===== src/hw/rtl/bmf_pkg.sv =====
// Shared constants, types and a helper function for the 7x7 box mean filter.
package bmf_pkg;

  // Image geometry limits.
  localparam int MAX_WIDTH  = 512;
  localparam int MAX_HEIGHT = 512;
  localparam int MIN_DIM    = 7;

  // Field and state widths.
  localparam int PIX_W     = 8;
  localparam int DIM_W     = 10;
  localparam int ADDR_W    = $clog2(MAX_WIDTH);
  localparam int ROW_W     = $clog2(MAX_HEIGHT);
  localparam int COL_SUM_W = 11;
  localparam int WIN_SUM_W = 14;

  // Window geometry.
  localparam int WIN   = 7;
  localparam int LINES = WIN - 1;
  localparam int HALF  = WIN / 2;

  // Division by 49 as a multiply by a rounded-up reciprocal and a shift.
  // Exact for every sum up to 49 * 255.
  localparam int DIV_SHIFT = 20;
  localparam int DIV_MULT  = 21400;
  localparam int DIV_MUL_W = 15;

  // Configuration register indexes.
  localparam logic CFG_IMAGE_WIDTH  = 1'b0;
  localparam logic CFG_IMAGE_HEIGHT = 1'b1;

  // Per-cycle control shared by every line buffer cell.
  typedef struct packed {
    logic              en;
    logic              wr_en;
    logic [ADDR_W-1:0] rd_addr;
    logic [ADDR_W-1:0] wr_addr;
    logic              fwd;
  } bmf_cell_ctrl_t;

  // Clamp a programmed dimension to the supported range.
  function automatic logic [DIM_W-1:0] clamp_dim(input logic [DIM_W-1:0] v,
                                                 input logic [DIM_W-1:0] hi);
    logic [DIM_W-1:0] res;
    if (v < DIM_W'(MIN_DIM)) begin
      res = DIM_W'(MIN_DIM);
    end else if (v > hi) begin
      res = hi;
    end else begin
      res = v;
    end
    return res;
  endfunction

endpackage


===== src/hw/rtl/bmf_col_window.sv =====
// Seven-deep column sum window with a running 7x7 window sum.
module bmf_col_window (
  input  logic                                 clk,
  input  logic                                 rst_n,
  input  logic                                 upd,
  input  logic                                 clear,
  input  logic [bmf_pkg::COL_SUM_W-1:0]        col_sum,
  output logic [bmf_pkg::WIN_SUM_W-1:0]        window_sum
);

  logic [bmf_pkg::COL_SUM_W-1:0] cw_r   [bmf_pkg::WIN];
  logic [bmf_pkg::COL_SUM_W-1:0] cw_nxt [bmf_pkg::WIN];
  logic [bmf_pkg::WIN_SUM_W-1:0] ws_r;
  logic [bmf_pkg::WIN_SUM_W-1:0] ws_nxt;

  // Shift in the new column sum; a row start empties the window first.
  always_comb begin
    for (int k = 0; k < bmf_pkg::WIN - 1; k++) begin
      cw_nxt[k] = clear ? '0 : cw_r[k+1];
    end
    cw_nxt[bmf_pkg::WIN-1] = col_sum;
    if (clear) begin
      ws_nxt = bmf_pkg::WIN_SUM_W'(col_sum);
    end else begin
      ws_nxt = ws_r + bmf_pkg::WIN_SUM_W'(col_sum) - bmf_pkg::WIN_SUM_W'(cw_r[0]);
    end
  end

  always_ff @(posedge clk) begin
    if (!rst_n) begin
      for (int k = 0; k < bmf_pkg::WIN; k++) begin
        cw_r[k] <= '0;
      end
      ws_r <= '0;
    end else if (upd) begin
      cw_r <= cw_nxt;
      ws_r <= ws_nxt;
    end
  end

  assign window_sum = ws_r;

  // The running sum always equals the sum of the seven held column sums.
  assert property (@(posedge clk) disable iff (!rst_n)
    ws_r == bmf_pkg::WIN_SUM_W'(cw_r[0] + cw_r[1] + cw_r[2] + cw_r[3]
                                + cw_r[4] + cw_r[5] + cw_r[6]))
    else $error("window sum out of step with column window");

  // Seven column sums of at most seven pixels each bound the window sum.
  assert property (@(posedge clk) disable iff (!rst_n)
    ws_r <= bmf_pkg::WIN_SUM_W'(bmf_pkg::WIN * bmf_pkg::WIN * 255))
    else $error("window sum exceeds full-scale value");

endmodule


===== config.mk =====
export PLATFORM = sky130hd
export DESIGN_NAME = bmf_col_window
export DESIGN_NICKNAME = d
export VERILOG_FILES = /design/src/hw/rtl/bmf_pkg.sv /design/src/hw/rtl/bmf_col_window.sv
export SDC_FILE = /design/constraint.sdc
export NUM_CORES = 1
export LEC_CHECK = 0
export ABC_AREA = 1
export ABC_CLOCK_PERIOD_IN_PS = 2700
export BUFFER_PORTS_ARGS = -buffer_cell sky130_fd_sc_hd__buf_2
export CELL_PAD_IN_SITES_DETAIL_PLACEMENT = 0
export CELL_PAD_IN_SITES_GLOBAL_PLACEMENT = 1
export CORE_MARGIN = 2
export CORE_UTILIZATION = 44
export CTS_CLUSTER_SIZE = 40
export DETAILED_ROUTE_END_ITERATION = 16
export GPL_TIMING_DRIVEN = 0
export PLACE_DENSITY = 0.78
export RECOVER_POWER = 25
export SYNTH_ARGS = -nofsm -noshare
export SYNTH_HDL_FRONTEND = slang
export SYNTH_SLANG_ARGS = --single-unit

===== constraint.sdc =====
create_clock -name clk -period 2.7 [get_ports clk]
set_input_delay 0 -clock clk [delete_from_list [all_inputs] [get_ports clk]]
set_output_delay 0 -clock clk [all_outputs]
set_load 0.005 [all_outputs]

### Word level (Yosys, flattened, before mapping)

Index checks and enable logic that the tools add are counted.

* flip-flop bits (word level): 91
* bits of input ports: 15
* output and inout bits: 14
* word-level logic and storage cells: 17

* add/sub/neg operators: 2
* multiplexer cells: 7

Operator list (count)
* 11-bit two-way mux: 6
* 14-bit by 11-bit adder with 14-bit output: 1
* 14-bit two-way mux: 1
* 14-bit by 11-bit subtractor with 14-bit output: 1

### Longest topological paths before layout

Gate-level depths: netlist (run 1).

* word-level depth: 3
* gate-level depth with buffers: 14
* gate-level depth less buffers: 14

### Worst setup path before layout (run 1)

OpenSTA, ideal clock, no wires.

* kind: reg-to-reg
* from: reg ws_r, in the netlist window_sum[1]
* to: reg ws_r, in the netlist window_sum[8]
* library setup time: 138 ps
* arrival time: 1925 ps
* data required time: 2562 ps
* setup slack: 637 ps
* cell stages (with the launch flop): 12
* path buffers: 0
* period minus slack after synthesis: 2063 ps
* cells stage by stage: dfxtp_1 > inv_1 > fa_1 > fa_1 > inv_1 > nand3_1 > nand3_2 > nand2_1 > nand3_1 > nand2_1 > o21ai_1 > a21oi_1

* word-level cells in the longest chain between the ends: 3

RTL lines
* start: declaration: line bmf_col_window.sv:13 `logic [bmf_pkg::WIN_SUM_W-1:0] ws_r;`
* start signal: assignment: line bmf_col_window.sv:37 `ws_r <= ws_nxt;`
* 14-bit by 11-bit adder with 14-bit output: line bmf_col_window.sv:25 `ws_nxt = ws_r + bmf_pkg::WIN_SUM_W'(col_sum) - bmf_pkg::WIN_SUM_W'(cw_r[0]);`
* 14-bit by 11-bit subtractor with 14-bit output: line bmf_col_window.sv:25
* 14-bit two-way mux: line bmf_col_window.sv:22 `if (clear) begin`

Every way passes these cells.
A chain may end at the register's enable or synchronous reset.

### Final worst setup path (run 1)

* from: reg ws_r, in the netlist window_sum[1]
* to: reg ws_r, in the netlist window_sum[3]

Same word-level chain as after synthesis.

==> results of run 1 <==
==> sequential cells by signal, summed over array words and instances (netlist names) <==
signal and count:
cw_r 77, window_sum 14
==> final cells by class <==
cell class                      count  area, um2  area share, %
Multi-Input combinational cell    406       2190           43.3
Sequential cell                    91       1820           36.0
Inverter                           81        307           6.06
Timing Repair Buffer               39        250           4.94
Tap cell                          133        166           3.29
Clock buffer                       12        165           3.26
Buffer                             29        135           2.67
Clock inverter                      4       23.8          0.470
==> per-layer routing <==
metal | vias to the layer above | track usage (%) | wire (um)
met4 | 0 | 7.92 | 189
met3 | 12 | 3.32 | 321
met1 | 1769 | 26.7 | 5060
met5 | - | 0 | 0
li1 | 2010 | - | -
met2 | 62 | 33.1 | 5060
==> through the flow <==
stage	cell area, um2	hold slack, ns
detailed placement	4750	0.287
global placement	4750	0.286
floorplan	4440	0.138
global route	5060	0.0190
finish	5060	0.0280
CTS	5050	0.00979
==> Yosys cell counts <==
library cell	count	area [um2]
nand2_1	201	754
a21oi_1	94	470
dfxtp_1	91	1820
inv_1	75	282
nand3_1	20	100
clkbuf_1	16	60.1
a21oi_2	15	131
o21ai_0	15	75.1
ha_1	14	175
fa_1	11	220
buf_2	9	45.0
nor2_1	7	26.3
inv_2	5	18.8
nand2_2	5	31.3
nand3_2	5	50.1
nand4_1	4	25.0
buf_4	3	22.5
nor2_2	3	18.8
nor2_4	2	22.5
o21ai_1	2	10.0
xnor2_1	2	17.5
xor2_1	2	17.5
a211oi_1	1	7.51
a21o_1	1	7.51
a221oi_1	1	8.76
buf_6	1	11.3
inv_4	1	6.26
o21bai_1	1	7.51
==> repair_timing <==
item                                   in CTS  in global routing
endpoints found under the hold margin      13                  0
gates resized for setup                     0                  5
hold buffers                               12                  0
setup buffers                               0                  0
setup endpoints to repair                   0                  1
==> kinds of logic after synthesis <==
group | Yosys count | share of synthesized area [%]
buffers and inverters | 110 | 10.0
AO/OA/AOI/OAI | 130 | 16.2
XOR/XNOR | 4 | 0.788
AND/OR/NAND/NOR | 247 | 23.1
adder cells (fa/ha/maj) | 25 | 8.90
flip-flops | 91 | 41.0
==> where the power goes <==
part / leakage (nW) / internal (mW) / switching (mW)
Sequential: 0.739 / 1.38 / 0.0259
Combinational: 1.26 / 0.246 / 0.426
Clock: 0.102 / 0.407 / 0.467
Total: 2.10 / 2.03 / 0.919
==> worst reg2reg max path: stages (launching register included) <==
cell and delay [ns]:
dfxtp_2 0.34, inv_1 0.06, fa_2 0.57, inv_1 0.06, ha_1 0.31, nand3_1 0.11, nand3_2 0.10, xor2_1 0.16
nand2_1 0.12, a21oi_2 0.13, dlygate4sd3_1 0.54
==> worst max path at each step <==
stage / start / endpoint / slack, ns / cells after the start
2_1_floorplan: window_sum[1] / window_sum[8] / 0.64 / 11
3_3_place_gp: window_sum[7] / window_sum[9] / 0.44 / 12
3_5_place_dp: window_sum[0] / window_sum[8] / 0.41 / 14
4_1_cts: window_sum[1] / window_sum[3] / 0.06 / 10
5_1_grt: window_sum[1] / window_sum[3] / 0.0004 / 10
6_report: window_sum[1] / window_sum[3] / 0.15 / 10
==> results_dict.tcl, run 1 <==
set metrics [dict create \
    status "finished clean" \
    syn_nets 647 \
    grt_pass1_vias 3656 \
    crit_chain "inv_1 -> fa_2 -> inv_1 -> ha_1 -> nand3_1 -> nand3_2 -> xor2_1 -> nand2_1 -> a21oi_2 -> dlygate4sd3_1" \
    crit_required_ns 3.01 \
    layout_common_cells "nand2_1 (201), a21oi_1 (93), dfxtp_1 (90)" \
    cts_buffers 9 \
    clockRootBuffer "clkbuf_8" \
    max_stage_delay_ns 0.57 \
    grt_overflow 0 \
    arrival_ns 2.86 \
    fin_util_pct 51.8 \
    finalNonFillerCells 795 \
    via_count 3853 \
    num_antenna_cells 0 \
    crit_buf_inv 3 \
    nets 697 \
    worst_slack_ns 0.151 \
    critPathLaunchType "flop" \
    portBuffers 27 \
    maxCapViolations 0 \
    period_needed_ns 2.55 \
    ys_warn_count 0 \
    pre_cts_slack_ns 0.413 \
    viasPerCell 4.85 \
    synth_area_per_cell_um2 7.32 \
    dp_hpwl_um 8080 \
    layout_commonest_cell "nand2_1" \
    cts_tree "built" \
    crit_fanout 3 \
    dr.pass1.iters 5 \
    antenna_left 0 \
    yosysUniqueCellTypes 28 \
    clkSlewWorstSetupHoldPaths_ns 0.10 \
    slew_headroom_pct 54.5 \
    hold_depth 3 \
    setup_viol 0 \
    reg2reg_from "window_sum[1]" \
    worstSetupEndpointType "flop" \
    drt-total-wl_um 10600 \
    crit_type "reg -> reg" \
    skew_ns 0.0149 \
    ioPinCount 29 \
    track_usage_pct 20.2 \
    clk_path_buf_depth 2 \
    nFillCells 1008 \
    post-route-period-util_pct 94.4 \
    routedWlPerCell_um 13.4 \
    rsz0062_at_grt "no" \
    drt_iter0_markers 189 \
    ff2ff_setup_slack_ns 0.15 \
    synthesis.area_um2 4440 \
    max_freq_mhz 392 \
    antenna_found_initial 0 \
    htree_levels 3 \
    core_area_um2 9770 \
    hold_end "cw_r[0]" \
    p_leak_nw 2.10 \
    cp_top_family "adder cells" \
    layout-drive-gt1-share_pct 13.7 \
    routabilityCongestion 0.829 \
    die_h_um 105 \
    grt_max_degree 15 \
    crit_top_cell "inv_1" \
    syn2layout_area_growth_pct 13.9 \
    std_cell_rows 36 \
    power_density_nw_per_um2 583 \
    r2r_cells 10 \
    critPathSlowestCell "fa_2" \
    grt_pass1_wl_um 17400 \
    hp-start "upd" \
    postSynthCellCount 607 \
    max-vdd-ir-drop_mv 0.409 \
    drc 0 \
    dp.cells 767 \
    die_width_um 105 \
    finalHoldViolCount 0 \
    ys_ff_latch 91 \
    r2r-end "window_sum[3]" \
    clock_sink_count 91 \
    slew_violations 0 \
    tightest_slew_ns 0.682 \
    min_path_type "in -> reg" \
    clk_latency_ns 0.36 \
    tns_ns 0 \
    dieArea_um2 10900 \
    p_total_mw 2.95 \
    ys_seq_area_share_pct 41.0 \
    initial_utilization_pct 45.5 \
]
Power figures use the tool's default switching activity.
==> run 2, diff against run 1 <==
ABC_AREA = 0   (was 1)
CORE_UTILIZATION = 46   (was 44)
PLACE_DENSITY = 0.79   (was 0.78)
==> run 2 against run 1 <==
Sequential share of layout area decreased by 2.9 points. Via count up 5.1%. First-iteration DRC count rose by 17%. Count of clock-buffer cells in the layout unchanged. Fmax decreased by 3.6%. Synthesized area grew 6.8%. Sequential power about the same.
==> results_dict.tcl, run 2 <==
set metrics [dict create \
    status "finished clean" \
    grt_pass1_vias 3983 \
    synth_top_area_cell "dfxtp_1" \
    swShare_pct 29.1 \
    layout_commonest_cell "inv_1" \
    viasPerCell 5.10 \
    htree_levels 3 \
    regMostFlops "cw_r" \
    maxCapViolations 0 \
    cts_buffers 9 \
    crit_required_ns 2.96 \
    crit_type "reg -> reg" \
    postSynthCellCount 597 \
    portBuffers 27 \
    finalHoldViolCount 0 \
    worst_slack_ns 0.0564 \
    clkSlewWorstSetupHoldPaths_ns 0.10 \
    tightest_slew_ns 0.629 \
    routabilityCongestion 0.831 \
    max_freq_mhz 378 \
    arrival_ns 2.91 \
    num_antenna_cells 0 \
    yosysUniqueCellTypes 43 \
    worstSetupEndpointType "flop" \
    grt_pass1_wl_um 19700 \
    synth_area_per_cell_um2 7.95 \
    combPwrFrac_pct 22.5 \
    synth_top_area_share_pct 38.4 \
    dr.pass1.iters 4 \
    die_h_um 106 \
    ys_ff_latch 91 \
    dieArea_um2 11100 \
    synthesis.area_um2 4740 \
    crit_fanout 4 \
    critPathLaunchType "flop" \
    antenna_found_initial 0 \
    p_leak_nw 2.17 \
    syn2layout_area_growth_pct 16.3 \
    p_int_mw 2.22 \
    min_path_type "in -> reg" \
    grt_overflow 0 \
    slew_violations 0 \
    critPathSlowestCell "fa_1" \
    tns_ns 0 \
    core_area_um2 10200 \
    synth.area.top_cells "dfxtp_1 (38%), inv_1 (8.9%), and2_1 (8.8%)" \
    ioPinCount 29 \
    crit_chain "inv_1 -> fa_1 -> inv_2 -> ha_4 -> a21o_1 -> a31o_1 -> a221o_1 -> a221oi_2 -> a21oi_1 -> nand4b_1" \
    cts_tree "built" \
    cp_top_family "compound AO/OA/AOI/OAI gates" \
    clk_path_buf_depth 2 \
    max-vdd-ir-drop_mv 0.245 \
    routedWlPerCell_um 15.1 \
    drt-total-wl_um 12000 \
    skew_ns 0.0166 \
    layout_common_cells "inv_1 (110), dfxtp_1 (86), nand2_1 (81)" \
    nets 692 \
    synth_ff_type "dfxtp_1" \
    initial_utilization_pct 46.6 \
    ys_seq_area_share_pct 38.4 \
    grt_max_degree 15 \
    power_density_nw_per_um2 567 \
    max_stage_delay_ns 0.52 \
    drt_iter0_markers 221 \
    drc 0 \
    ys_warn_count 0 \
    dp_hpwl_um 8610 \
    synth_common_cells "inv_1 (113), dfxtp_1 (91), nand2_1 (81)" \
    slew_headroom_pct 58.0 \
    synthArstFlopShare_pct 0 \
    fin_util_pct 54.2 \
    pre_cts_slack_ns -0.157 \
    std_cell_rows 37 \
    clk_latency_ns 0.38 \
    via_count 4048 \
    die_width_um 106 \
    clockPowerShare_pct 32.5 \
    clockRootBuffer "clkbuf_8" \
    post-route-period-util_pct 97.9 \
    pwr-share-seq_pct 45.0 \
    crit_buf_inv 2 \
    setup_viol 0 \
    antenna_left 0 \
    layout-drive-gt1-share_pct 10.8 \
    clock_sink_count 91 \
    period_needed_ns 2.64 \
    p_switching_mw 0.910 \
    synth_edf_count 0 \
    syn_nets 637 \
    synth_most_common_cell "inv_1" \
    largest_reg_flops 77 \
    track_usage_pct 22.6 \
]
-- run 2: path summary, 6_finish.rpt --
check        slack [ns]  cells past startpoint        endpoint          start
max                0.06                     10  window_sum[13]  window_sum[5]
min                0.04                      3  window_sum[10]          clear
max reg2reg        0.06                     10  window_sum[13]  window_sum[5]
min reg2reg        0.52                      1   window_sum[0]  window_sum[0]
-- run 2: worst reg2reg max path: stages (launching register included) --
cell	delay (ns)
dfxtp_2	0.37
inv_1	0.06
fa_1	0.52
inv_2	0.05
ha_4	0.16
a21o_1	0.19
a31o_1	0.24
a221o_1	0.34
a221oi_2	0.35
a21oi_1	0.08
nand4b_1	0.17
-- run 2: cells by family after synthesis --
kind of cell	Yosys count	synth area share (%)
simple gates	192	20.9
buf+inv	151	12.0
compound gates	121	16.9
flops	91	38.4
fa+ha+maj	25	8.33
mux	13	2.74
xor+xnor	4	0.739
-- run 2: area by class of cell --
cell class	instances	area [um2]
clock inverters	4	75.1
repair buffers	44	293
flip-flops and latches	91	1830
clock buffers	12	135
well taps	136	170
fillers	974	4670
plain buffers	38	144
inverters	113	424
multi-input cells	355	2450
-- run 2: routing by layer --
| layer | wire length (um) | vias up | track usage [%] |
|---|---|---|---|
| met5 | 0 | - | 0 |
| li1 | - | 2055 | - |
| met4 | 323 | 0 | 10.1 |
| met3 | 409 | 23 | 3.03 |
| met1 | 5440 | 1891 | 29.7 |
| met2 | 5800 | 79 | 37.1 |
-- run 2: power groups by stage --
| stage | Combinational, mW | Sequential (mW) | Clock [mW] |
|---|---|---|---|
| floorplan | 0.431 | 1.43 | 0 |
| global placement | 0.578 | 1.44 | 0 |
| detailed placement | 0.589 | 1.44 | 0 |
| CTS | 0.655 | 1.41 | 1.04 |
| global route | 0.778 | 1.41 | 1.10 |
| finish | 0.704 | 1.41 | 1.02 |
-- run 2: timing repair --
action	CTS	global route
endpoints found under the setup margin	6	7
hold buffers	11	0
resized for setup	9	15
setup buffers	3	3
endpoints found under the hold margin	15	0
pin swaps	4	15
-- run 2: stage by stage --
step,area (um2),hold slack (ns),total power [mW],cells
CTS,5450,0.0334,3.10,790
global route,5520,0.0688,3.29,793
finish,5520,0.0438,3.13,793
global placement,5050,0.294,2.02,760
floorplan,4740,0.153,1.86,597
detailed placement,5050,0.297,2.03,760
